**src/dpd_pkg.sv**
```systemverilog
// Package for the deadband proportional drive with pulse dithering.
// Widths, register indexes, controller states and the command struct.
// No dependencies; every other file uses it by scoped names.
package dpd_pkg;

	// Field and register widths
	localparam int ERROR_WIDTH = 11;
	localparam int GAIN_W      = 16;
	localparam int SCALE_W     = 16;
	localparam int DB_W        = 10;
	localparam int LIM_W       = 15;
	localparam int MP_W        = 15;
	localparam int DRIVE_W     = 16;
	localparam int RES_W       = 17;

	// Product of gain and error, also the dividend and quotient width
	localparam int PROD_W = GAIN_W + ERROR_WIDTH;
	// Step counter of the divider
	localparam int CNT_W  = $clog2(PROD_W);

	// Configuration port
	localparam int CFG_IDX_W  = 3;
	localparam int CFG_DATA_W = 16;

	localparam logic [CFG_IDX_W-1:0] REG_GAIN      = 3'd0;
	localparam logic [CFG_IDX_W-1:0] REG_SCALE     = 3'd1;
	localparam logic [CFG_IDX_W-1:0] REG_DEADBAND  = 3'd2;
	localparam logic [CFG_IDX_W-1:0] REG_LIMIT     = 3'd3;
	localparam logic [CFG_IDX_W-1:0] REG_MIN_PULSE = 3'd4;

	// Controller states
	typedef enum logic [2:0] {
		ST_IDLE,
		ST_MUL,
		ST_LOAD,
		ST_DIV,
		ST_DONE
	} state_t;

	// Commands from controller to datapath
	typedef struct packed {
		logic cap;     // capture the error sample
		logic mul;     // register gain * error
		logic load;    // load product magnitude into the divider
		logic step;    // one restoring division step
		logic finish;  // resolve drive and residual, load output register
	} cmd_t;

endpackage

```
**src/dpd_if.sv**
```systemverilog
// Stream interfaces for the error samples and the drive results.
// Depends on dpd_pkg for the payload widths.
interface dpd_err_if;
	logic                                   valid;
	logic                                   ready;
	logic signed [dpd_pkg::ERROR_WIDTH-1:0] error;

	modport source (output valid, output error, input ready);
	modport sink   (input valid, input error, output ready);
endinterface

interface dpd_drive_if;
	logic                               valid;
	logic                               ready;
	logic signed [dpd_pkg::DRIVE_W-1:0] drive;

	modport source (output valid, output drive, input ready);
	modport sink   (input valid, input drive, output ready);
endinterface

```
**src/dpd_ctrl.sv**
```systemverilog
// Controller of the deadband drive: sequences capture, multiply, division
// and the final resolve, and owns the handshake flags. Depends on dpd_pkg.
module dpd_ctrl (
	input  logic          clk,
	input  logic          arst_n,
	input  logic          in_valid,
	output logic          in_ready,
	output logic          out_valid,
	input  logic          out_ready,
	output dpd_pkg::cmd_t cmd
);

	localparam logic [dpd_pkg::CNT_W-1:0] LAST_STEP = dpd_pkg::CNT_W'(dpd_pkg::PROD_W - 1);

	dpd_pkg::state_t             state_q, state_d;
	logic [dpd_pkg::CNT_W-1:0]   cnt_q;
	logic                        out_valid_q;

	// State register
	always_ff @(posedge clk or negedge arst_n) begin
		if (!arst_n) begin
			state_q <= dpd_pkg::ST_IDLE;
		end else begin
			state_q <= state_d;
		end
	end

	// Next state and commands
	always_comb begin
		state_d  = state_q;
		cmd      = '0;
		in_ready = 1'b0;
		unique case (state_q)
			dpd_pkg::ST_IDLE: begin
				in_ready = 1'b1;
				if (in_valid) begin
					cmd.cap = 1'b1;
					state_d = dpd_pkg::ST_MUL;
				end
			end
			dpd_pkg::ST_MUL: begin
				cmd.mul = 1'b1;
				state_d = dpd_pkg::ST_LOAD;
			end
			dpd_pkg::ST_LOAD: begin
				cmd.load = 1'b1;
				state_d  = dpd_pkg::ST_DIV;
			end
			dpd_pkg::ST_DIV: begin
				cmd.step = 1'b1;
				if (cnt_q == LAST_STEP) begin
					state_d = dpd_pkg::ST_DONE;
				end
			end
			dpd_pkg::ST_DONE: begin
				// wait for the output register to be free
				if (!out_valid_q || out_ready) begin
					cmd.finish = 1'b1;
					state_d    = dpd_pkg::ST_IDLE;
				end
			end
			default: state_d = dpd_pkg::ST_IDLE;
		endcase
	end

	// Division step counter
	always_ff @(posedge clk or negedge arst_n) begin
		if (!arst_n) begin
			cnt_q <= '0;
		end else if (cmd.load) begin
			cnt_q <= '0;
		end else if (cmd.step) begin
			cnt_q <= cnt_q + 1'b1;
		end
	end

	// Output valid flag
	always_ff @(posedge clk or negedge arst_n) begin
		if (!arst_n) begin
			out_valid_q <= 1'b0;
		end else if (cmd.finish) begin
			out_valid_q <= 1'b1;
		end else if (out_ready) begin
			out_valid_q <= 1'b0;
		end
	end

	assign out_valid = out_valid_q;

	// Division runs exactly PROD_W steps, then resolves
	a_div_end: assert property (@(posedge clk) disable iff (!arst_n)
		(state_q == dpd_pkg::ST_DIV && cnt_q == LAST_STEP) |=> state_q == dpd_pkg::ST_DONE)
		else $error("divider did not end after its last step");

	// An accepted sample starts the multiply
	a_accept: assert property (@(posedge clk) disable iff (!arst_n)
		(in_valid && in_ready) |=> state_q == dpd_pkg::ST_MUL)
		else $error("accepted sample did not start the multiply");

	// A new result appears only out of the resolve state
	a_rise: assert property (@(posedge clk) disable iff (!arst_n)
		$rose(out_valid_q) |-> $past(state_q) == dpd_pkg::ST_DONE)
		else $error("result valid rose outside the resolve state");

	// No pending result is overwritten
	a_no_overwrite: assert property (@(posedge clk) disable iff (!arst_n)
		cmd.finish |-> (!out_valid_q || out_ready))
		else $error("pending result overwritten");

endmodule

```
**src/dpd_dp.sv**
```systemverilog
// Datapath of the deadband drive: configuration registers, multiplier,
// restoring divider, clamp, dither residual and output register. Depends on dpd_pkg.
module dpd_dp (
	input  logic                                   clk,
	input  logic                                   arst_n,
	input  dpd_pkg::cmd_t                          cmd,
	input  logic signed [dpd_pkg::ERROR_WIDTH-1:0] error,
	input  logic                                   wr_en,
	input  logic [dpd_pkg::CFG_IDX_W-1:0]          wr_index,
	input  logic [dpd_pkg::CFG_DATA_W-1:0]         wr_data,
	output logic signed [dpd_pkg::DRIVE_W-1:0]     drive
);

	localparam int EW  = dpd_pkg::ERROR_WIDTH;
	localparam int PW  = dpd_pkg::PROD_W;
	localparam int SW  = dpd_pkg::SCALE_W;
	localparam int DW  = dpd_pkg::DRIVE_W;
	localparam int RW  = dpd_pkg::RES_W;
	localparam int LW  = dpd_pkg::LIM_W;
	localparam int CMP_W = 17;

	// Configuration registers
	logic signed [dpd_pkg::GAIN_W-1:0] gain_q;
	logic [SW-1:0]                     scale_q;
	logic [dpd_pkg::DB_W-1:0]          db_q;
	logic [LW-1:0]                     lim_q;
	logic [dpd_pkg::MP_W-1:0]          mp_q;

	// Working registers
	logic signed [EW-1:0] err_q;
	logic signed [PW-1:0] product_q;
	logic [PW-1:0]        dvd_q;
	logic [SW-1:0]        rem_q;
	logic signed [RW-1:0] residual_q;
	logic signed [DW-1:0] drive_q;

	always_ff @(posedge clk or negedge arst_n) begin
		if (!arst_n) begin
			gain_q  <= '0;
			scale_q <= SW'(1);
			db_q    <= '0;
			lim_q   <= '1;
			mp_q    <= '0;
		end else if (wr_en) begin
			case (wr_index)
				dpd_pkg::REG_GAIN:      gain_q  <= wr_data;
				dpd_pkg::REG_SCALE:     scale_q <= wr_data;
				dpd_pkg::REG_DEADBAND:  db_q    <= wr_data[dpd_pkg::DB_W-1:0];
				dpd_pkg::REG_LIMIT:     lim_q   <= wr_data[LW-1:0];
				dpd_pkg::REG_MIN_PULSE: mp_q    <= wr_data[dpd_pkg::MP_W-1:0];
				default: ;
			endcase
		end
	end

	// Multiplier operands, sign extended to the product width
	logic signed [PW-1:0] gain_x, err_x;
	logic [PW-1:0]        prod_mag;
	assign gain_x   = PW'(gain_q);
	assign err_x    = PW'(err_q);
	assign prod_mag = product_q[PW-1] ? PW'(~product_q + 1'b1) : PW'(product_q);

	// Restoring division step
	logic [SW:0] shifted, diff;
	logic        q_bit;
	assign shifted = {rem_q, dvd_q[PW-1]};
	assign q_bit   = shifted >= {1'b0, scale_q};
	assign diff    = shifted - {1'b0, scale_q};

	// Resolve: deadband, clamp, pulse dithering
	logic [EW-1:0]        err_mag;
	logic                 in_db, zero_div, demand_neg, d_zero, big_demand, r_over, r_pos;
	logic [LW-1:0]        qc;
	logic signed [DW-1:0] d_pos, d;
	logic signed [RW:0]   r_sum, p_pos, pulse, r_next;
	logic [RW:0]          r_mag;

	always_comb begin
		err_mag    = err_q[EW-1] ? EW'(~err_q + 1'b1) : EW'(err_q);
		in_db      = CMP_W'(err_mag) <= CMP_W'(db_q);
		zero_div   = scale_q == '0;
		// demand = -product / scale
		demand_neg = ~product_q[PW-1];
		qc         = (dvd_q > PW'(lim_q)) ? lim_q : dvd_q[LW-1:0];
		d_pos      = DW'({1'b0, qc});
		d          = demand_neg ? -d_pos : d_pos;
		d_zero     = qc == '0;
		big_demand = qc >= mp_q;
		r_sum      = (RW+1)'(residual_q) + (RW+1)'(d);
		r_mag      = r_sum[RW] ? (RW+1)'(-r_sum) : (RW+1)'(r_sum);
		r_over     = r_mag >= (RW+1)'(mp_q);
		r_pos      = !r_sum[RW] && (r_sum != '0);
		p_pos      = (RW+1)'(mp_q);
		pulse      = r_pos ? p_pos : -p_pos;
		r_next     = r_sum - pulse;
	end

	// Sample, product and divider registers
	always_ff @(posedge clk) begin
		if (cmd.cap) begin
			err_q <= error;
		end
		if (cmd.mul) begin
			product_q <= gain_x * err_x;
		end
		if (cmd.load) begin
			dvd_q <= prod_mag;
			rem_q <= '0;
		end else if (cmd.step) begin
			dvd_q <= {dvd_q[PW-2:0], q_bit};
			rem_q <= q_bit ? diff[SW-1:0] : shifted[SW-1:0];
		end
	end

	// Dither residual
	always_ff @(posedge clk or negedge arst_n) begin
		if (!arst_n) begin
			residual_q <= '0;
		end else if (cmd.finish && !zero_div) begin
			if (in_db || d_zero || big_demand) begin
				residual_q <= '0;
			end else if (r_over) begin
				residual_q <= r_next[RW-1:0];
			end else begin
				residual_q <= r_sum[RW-1:0];
			end
		end
	end

	// Output register
	always_ff @(posedge clk) begin
		if (cmd.finish) begin
			if (zero_div || in_db || d_zero) begin
				drive_q <= '0;
			end else if (big_demand) begin
				drive_q <= d;
			end else if (r_over) begin
				drive_q <= pulse[DW-1:0];
			end else begin
				drive_q <= '0;
			end
		end
	end

	assign drive = drive_q;

	// A zero divisor leaves the residual alone
	a_zero_div: assert property (@(posedge clk) disable iff (!arst_n)
		(cmd.finish && scale_q == '0) |=> $stable(residual_q))
		else $error("residual changed with zero divisor");

	// Residual never reaches the most negative code
	a_res_range: assert property (@(posedge clk) disable iff (!arst_n)
		residual_q != {1'b1, {(RW-1){1'b0}}})
		else $error("residual out of range");

	// Without a pulse, a sum below min pulse is kept as the new residual
	a_res_below: assert property (@(posedge clk) disable iff (!arst_n)
		(cmd.finish && !zero_div && !in_db && !d_zero && !big_demand && !r_over)
		|=> residual_q == $past(r_sum[RW-1:0]))
		else $error("residual not accumulated");

endmodule

```
**src/deadband_p_drive_dither.sv**
```systemverilog
// Deadband proportional drive with pulse dithering, top level.
// Channel sample carries one signed error per control step; channel result
// returns one signed drive per sample; both use valid/ready, a transaction
// completing on a clock edge with valid and ready high.
// Registers (gain, scale_divisor, deadband, output_limit, min_pulse) are written
// through wr_en / wr_index / wr_data; the user must write them only while the
// block is idle, which the block itself does not enforce.
// A taken sample passes through the multiply, the divider load, the division
// steps on a PROD_W-bit product (gain width plus error width) and the resolve;
// the restoring divider that scales the gain product yields one bit per cycle.
// The block takes one sample at a time: sample.ready is high only while idle.
// A result waiting in the output register does not stop the next sample from
// being taken; if the receiver still stalls when that sample is resolved, the
// block holds in its resolve state until the result register frees up.
// Reset: asynchronous active-low arst_n restores the register defaults,
// clears the dither residual and drops result.valid.
// Depends on dpd_pkg, dpd_if, dpd_ctrl and dpd_dp.
module deadband_p_drive_dither (
	input  logic                                clk,
	input  logic                                arst_n,
	dpd_err_if.sink                             sample,
	dpd_drive_if.source                         result,
	input  logic                                wr_en,
	input  logic [dpd_pkg::CFG_IDX_W-1:0]       wr_index,
	input  logic [dpd_pkg::CFG_DATA_W-1:0]      wr_data
);

	dpd_pkg::cmd_t cmd;

	// Sequencer and handshake flags
	dpd_ctrl u_ctrl (
		.clk       (clk),
		.arst_n    (arst_n),
		.in_valid  (sample.valid),
		.in_ready  (sample.ready),
		.out_valid (result.valid),
		.out_ready (result.ready),
		.cmd       (cmd)
	);

	// Arithmetic and state
	dpd_dp u_dp (
		.clk      (clk),
		.arst_n   (arst_n),
		.cmd      (cmd),
		.error    (sample.error),
		.wr_en    (wr_en),
		.wr_index (wr_index),
		.wr_data  (wr_data),
		.drive    (result.drive)
	);

endmodule
```
**src/flat_wrapper.sv**
```systemverilog
// flat-port wrapper written by rule: the top's interface ports become plain ports
module deadband_p_drive_dither_flat 
  (clk, arst_n, wr_en, wr_index, wr_data, sample_valid, sample_error, sample_ready, result_valid, result_drive, result_ready);
  dpd_err_if sample_i ();
  dpd_drive_if result_i ();
  input  logic clk;
  input  logic arst_n;
  input  logic wr_en;
  input  logic [dpd_pkg::CFG_IDX_W-1:0] wr_index;
  input  logic [dpd_pkg::CFG_DATA_W-1:0] wr_data;
  input wire logic [$bits(sample_i.valid)-1:0] sample_valid;
  input wire logic [$bits(sample_i.error)-1:0] sample_error;
  output wire logic [$bits(sample_i.ready)-1:0] sample_ready;
  output wire logic [$bits(result_i.valid)-1:0] result_valid;
  output wire logic [$bits(result_i.drive)-1:0] result_drive;
  input wire logic [$bits(result_i.ready)-1:0] result_ready;
  assign sample_i.valid = sample_valid;
  assign sample_i.error = sample_error;
  assign sample_ready = sample_i.ready;
  assign result_valid = result_i.valid;
  assign result_drive = result_i.drive;
  assign result_i.ready = result_ready;
  deadband_p_drive_dither u_core (.clk(clk), .arst_n(arst_n), .sample(sample_i), .result(result_i), .wr_en(wr_en), .wr_index(wr_index), .wr_data(wr_data));
endmodule
```
**config.mk**
```make
export PLATFORM = sky130hd
export DESIGN_NAME = deadband_p_drive_dither_flat
export DESIGN_NICKNAME = d
export VERILOG_FILES = /design/src/dpd_pkg.sv /design/src/dpd_if.sv /design/src/dpd_ctrl.sv /design/src/dpd_dp.sv /design/src/deadband_p_drive_dither.sv /design/src/flat_wrapper.sv
export SDC_FILE = /design/constraint.sdc
export NUM_CORES = 1
export LEC_CHECK = 0
export BUFFER_PORTS_ARGS = -buffer_cell sky130_fd_sc_hd__buf_2
export CORE_MARGIN = 2
export CORE_UTILIZATION = 50
export CTS_BUF_LIST = sky130_fd_sc_hd__clkbuf_4 sky130_fd_sc_hd__clkbuf_8
export DETAILED_ROUTE_END_ITERATION = 6
export GPL_TIMING_DRIVEN = 0
export PLACE_DENSITY = 0.71
export SETUP_SLACK_MARGIN = 0.1
export SLEW_MARGIN = 10
export SYNTH_ARGS = -nofsm -noshare
export SYNTH_HDL_FRONTEND = slang
export SYNTH_SLANG_ARGS = --single-unit
```
**constraint.sdc**
```tcl
create_clock -name clk -period 13.35 [get_ports clk]
set_clock_uncertainty 0.2 [all_clocks]
set_input_delay 2.67 -clock clk [delete_from_list [all_inputs] [get_ports clk]]
set_output_delay 2.67 -clock clk [all_outputs]
set_load 0.02 [all_outputs]
```
# Word-level counts from Yosys, hierarchy flattened
# Cells that the tools add are included.
totals:
  reg_bits: 195
  wordCells: 95
  output_inout_bits: 18
  in_bits: 35
classes:
  reduce_logical: 23
  n_eq_ne: 12
  n_mux: 29
  bitwise_logic: 2
  add_sub_neg: 9
  n_mul: 1
  magnitude_cmp: 5
ops:
  columns: ["op", "count"]
  rows:
  - ["$mux 27", 3]
  - ["$mux 16", 4]
  - ["$mux 17", 3]
  - ["$add 27x1->27 const B", 1]
  - ["$gt 27x15->1", 1]
  - ["$mul 16x11->27", 1]
  - ["$not 27->27", 1]
  - ["$add 17x16->18", 1]
  - ["$ge 18x15->1", 1]
  - ["$mux 18", 1]
  - ["$neg 18->18", 1]
  - ["$reduce_bool 18->1", 1]
  - ["$ge 17x16->1", 1]
  - ["$neg 15->17", 1]
  - ["$sub 17x17->17", 1]
  - ["$logic_not 16->1", 1]
  - ["$neg 15->16", 1]
  - ["$sub 16x16->16", 1]
  - ["$ge 15x15->1", 1]
  - ["$logic_not 15->1", 1]
  - ["$mux 15", 1]
  - ["$pmux 3 s5", 1]
  - ["$eq 3x2->1 const B", 4]
  - ["$add 11x1->11 const B", 1]
  - ["18 further kinds", 47]

# Depth between registers and ports, before layout
depth:
  word_depth: 11
  mapped_depth: 45
  ltp_nobuf: 40

# Cells and area by module
# From an unflattened synthesis, not the netlist that was laid out.
hier_totals:
  cells_unflattened: 2120
  hier_area_um2: 19718.9
modules_own_cells:
  columns: ["mod", "area_each_um2", "cells_per_inst", "n_inst", "seq_area_each_um2"]
  rows:
  - ["dpd_dp", 19200.9, 2069, 1, 4999.8]
  - ["dpd_ctrl", 518.0, 51, 1, 225.2]

# Worst setup path before layout
# Ideal clock, no wire load.
synth_path:
  path_type: "register to register"
  start: "register u_core.u_dp.lim_q[6]"
  end: "register u_core.u_dp.residual_q[16]"
  setup_ns: 0.124
  setup_slack_ns: 4.290
  required_ns: 13.026
  stages_incl_launch_ff: 44
  arrival_ns: 8.736
  cell_sequence: "dfstp_2 inv_1 ha_1 a21o_1 a21o_1 a21o_1 a21o_1 a221oi_1 o21ai_1 clkbuf_1 buf_1 a21oi_1 ha_1 or3b_2 nor4_1 nand2b_1 o21ai_0 a21oi_1 [... 8 more ...] or2_1 o41ai_4 buf_2 nor2_1 a21oi_1 inv_1 fa_1 nand2b_1 a21oi_1 nor2_1 a211o_1 o211a_1 a21oi_1 a41o_1 o211ai_1 a32oi_1 xnor2_1 o21ai_1"
synth_via:
  elab_chain_cells: 11
synth_rtl:
  columns: ["element", "line", "source"]
  rows:
  - ["from (decl)", "dpd_dp.sv:26", "logic [LW-1:0] lim_q;"]
  - ["from (signal assigned)", "dpd_dp.sv:49", "dpd_pkg::REG_LIMIT: lim_q <= wr_data[LW-1:0];"]
  - ["$gt 27x15->1", "dpd_dp.sv:84", "qc = (dvd_q > PW'(lim_q)) ? lim_q : dvd_q[LW-1:0];"]
  - ["$mux 15 *", "dpd_dp.sv:84", null]
  - ["branches (longest 8 deep; another with $add 17x16->18)", null, null]
  - ["$mux 17 *", "dpd_dp.sv:120", "if (in_db || d_zero || big_demand) begin"]
  - ["to (signal assigned)", "dpd_dp.sv:123", "residual_q <= r_next[RW-1:0];"]
  - ["to (signal assigned)", "dpd_dp.sv:125", "residual_q <= r_sum[RW-1:0];"]
  - ["to (decl)", "dpd_dp.sv:34", "logic signed [RW-1:0] residual_q;"]
# Mark *: on every way between the ends.
# A chain may end at the register's enable or synchronous reset.

# Worst setup path in the final report
# Same ends and word-level chain as after synthesis.

==> flow_metrics.env <==
export IMPL_drc=0
export IMPL_fin_setup_tns_ps=0
export IMPL_synthMuxAreaShare=0.0422
export IMPL_boundaryPins=53
export IMPL_synthesis_area_um2=19700
export IMPL_synth_commonest_cells="inv_1, nand2_1, ha_1"
export IMPL_cp_buffers_inverters=7
export IMPL_timing_final_crit_share=0.843
export IMPL_finalMaxSlewViolations=0
export IMPL_crit_arrival_ps=11470
export IMPL_placed_cells=2714
export IMPL_start_util=0.508
export IMPL_rsz0062_at_grt="no"
export IMPL_grt_ovfl_total=0
export IMPL_synthAdderAreaFrac=0.274
export IMPL_grt_pass1_wl_mm=83.0
export IMPL_finalSetupViolCount=0
export IMPL_worstPathRequired_ps=13560
export IMPL_cts_tree="built"
export IMPL_drive_above_1_share=0.0741
export IMPL_relSlewSlack=0.172
export IMPL_fp_dieW_um=203
export IMPL_finalWirelength_mm=50.7
export IMPL_cts_made_buffers=17
export IMPL_yosys_warnings=0
export IMPL_syn_area_per_cell_um2=9.21
export IMPL_htreeDepth=4
export IMPL_crit_top_cell="a21oi_1"
export IMPL_worst_slew_pin_transition_ps=1230
export IMPL_utilization=0.544
export IMPL_end_kind="flop"
export IMPL_antenna_found_initial=0
export IMPL_synth_nets=2509
export IMPL_slowest_delay_ps=600
export IMPL_yosys_area_share_simple=0.158
export IMPL_final_cells=2746
export IMPL_rows=72
export IMPL_synth_flop_cell="dfrtp_1"
export IMPL_wl_per_cell_um=18.4
export IMPL_clock_sinks=195
export IMPL_hold_class="reg -> reg"
export IMPL_crit_fanout=10
export IMPL_synthTopCellsByArea="fa_1, edfxtp_1, ha_1, dfrtp_1, inv_1"
export IMPL_hold_viol_final=0
export IMPL_cts_hold_buf=0
export IMPL_critPathSlowestCell="o41ai_4"
export IMPL_seq_area_frac_synth=0.265
export IMPL_grtUsageTotal=0.256
export IMPL_dp_hpwl_mm=41.2
export IMPL_cts_root_buf="clkbuf_8"
export IMPL_vias=15500
export IMPL_syn2layout_area_growth_pct=7.08
export IMPL_gp_congestion=0.945
export IMPL_grt_pass1_vias=15700
export IMPL_path_class="reg -> reg"
export IMPL_synth_compound_area_frac=0.130
export IMPL_vias_per_cell=5.64
export IMPL_drv_cap=0
export IMPL_start_kind="flop"
export IMPL_diodes=0
export IMPL_numPortBuffers=51
export IMPL_final_nets=2583
export IMPL_die_area_um2=41000
export IMPL_clockBufferDepth=2
export IMPL_grt_start_max_net_pins=68
export IMPL_post_route_min_period_ps=11260
export IMPL_yosys_area_top_type="fa_1"
export IMPL_drtPass1Iterations=6
export IMPL_synth_top_family_by_area="adder cells"
export IMPL_ys_seq_elements=195
export IMPL_dr_first_iter_drc_count=1011
export IMPL_worst_skew_pair_late_latency_ps=530
export IMPL_die_y_um=203
export IMPL_synth_top_cell_area_share=0.168
export IMPL_coreArea_um2=38800
export IMPL_async_flop_share=0.503
export IMPL_synthesis_instances=2141
export IMPL_postCtsResizedCells=0
export IMPL_synth_cell_types=85
export IMPL_status="complete, no violations"
export IMPL_synth_edf_count=81
export IMPL_fmax_mhz=88.8
export IMPL_synth_xor_area_frac=0.0582
export IMPL_cts_setup_buffers=0
export IMPL_yosysMostFrequentCell="inv_1"
export IMPL_path_clk_slew_ps=120
export IMPL_antenna_left=0
export IMPL_timing_critical_path_max_delay_family="compound AO/OA/AOI/OAI gates"
[placed cells by master, fill, tap and decap left out, drive strengths merged, types with 34 or more instances in the layout]
master and n:
xnor2 97, nand2 249, fa 165, clkbuf 86, buf 68, and2 89
nand2b 37, nor3 39, xor2 34, dfrtp 82, mux2i 46, a21oi 63
inv 300, edfxtp 81, o21ai 158, ha 168, nand3 38, nor2 71
[sequential cells by signal, summed over array words and instances (netlist names), 10 cells and up]
register                flops
u_core.u_dp.dvd_q          27
u_core.u_dp.product_q      27
u_core.u_dp.residual_q     17
u_core.u_dp.drive          16
u_core.u_dp.gain_q         16
u_core.u_dp.rem_q          16
u_core.u_dp.scale_q        16
u_core.u_dp.lim_q          15
u_core.u_dp.mp_q           15
u_core.u_dp.err_q          11
u_core.u_dp.db_q           10
[metrics by stage]
stage | hold WS [ps] | setup WS [ps] | area, µm²
floorplan | 243 | 4290 | 19700
global placement | 249 | 2480 | 20600
detailed placement | 270 | 2300 | 20700
CTS | 298 | 2240 | 21100
global route | 319 | 1280 | 21100
finish | 290 | 2090 | 21100
[path summary, 6_finish.rpt]
check / start / end / cells past startpoint / slack (ps)
min in group asynchronous: arst_n / u_core.u_dp.residual_q[0] / 1 / 1880
min: u_core.u_dp.rem_q[10] / u_core.u_dp.rem_q[10] / 2 / 290
max in group asynchronous: arst_n / u_core.u_dp.lim_q[12] / 2 / 10310
min reg2reg: u_core.u_dp.rem_q[10] / u_core.u_dp.rem_q[10] / 2 / 290
max reg2reg: u_core.u_dp.lim_q[6] / u_core.u_dp.residual_q[16] / 43 / 2090
max: u_core.u_dp.lim_q[6] / u_core.u_dp.residual_q[16] / 43 / 2090
[cells by family after synthesis]
group / count (synthesis)
buf+inv: 372
simple gates: 628
fa+ha+maj: 333
compound gates: 403
xor+xnor: 131
mux: 79
flops: 195
[worst register-to-register path, delay by kind of cell (launching register included)]
kind,cells,cell delay [ps]
and+or+nand+nor,8,1810
xor gates and xnor gates,2,590
AOI/OAI and AO/OA,22,5100
adders and majority gates,4,1380
buffers and inverters,7,1500
DFF,1,580
[layout make-up]
type / count / area, µm²
clock inverters: 14 / 189
flip-flops and latches: 195 / 5230
well taps: 518 / 648
clock buffers: 18 / 241
repair buffers: 55 / 308
inverters: 291 / 1090
fillers: 3412 / 17700
multi-input cells: 1574 / 13100
plain buffers: 81 / 343
[layer usage]
layer | track usage | vias to the layer above | share of wire
li1 | - | 7364 | -
met1 | 0.337 | 7546 | 0.44
met2 | 0.438 | 462 | 0.49
met3 | 0.0323 | 102 | 0.048
met4 | 0.0837 | 0 | 0.028
met5 | 0 | - | 0
Power is not shown: default switching activity piles up to over one toggle a cycle in this logic, so the estimate is an artifact.
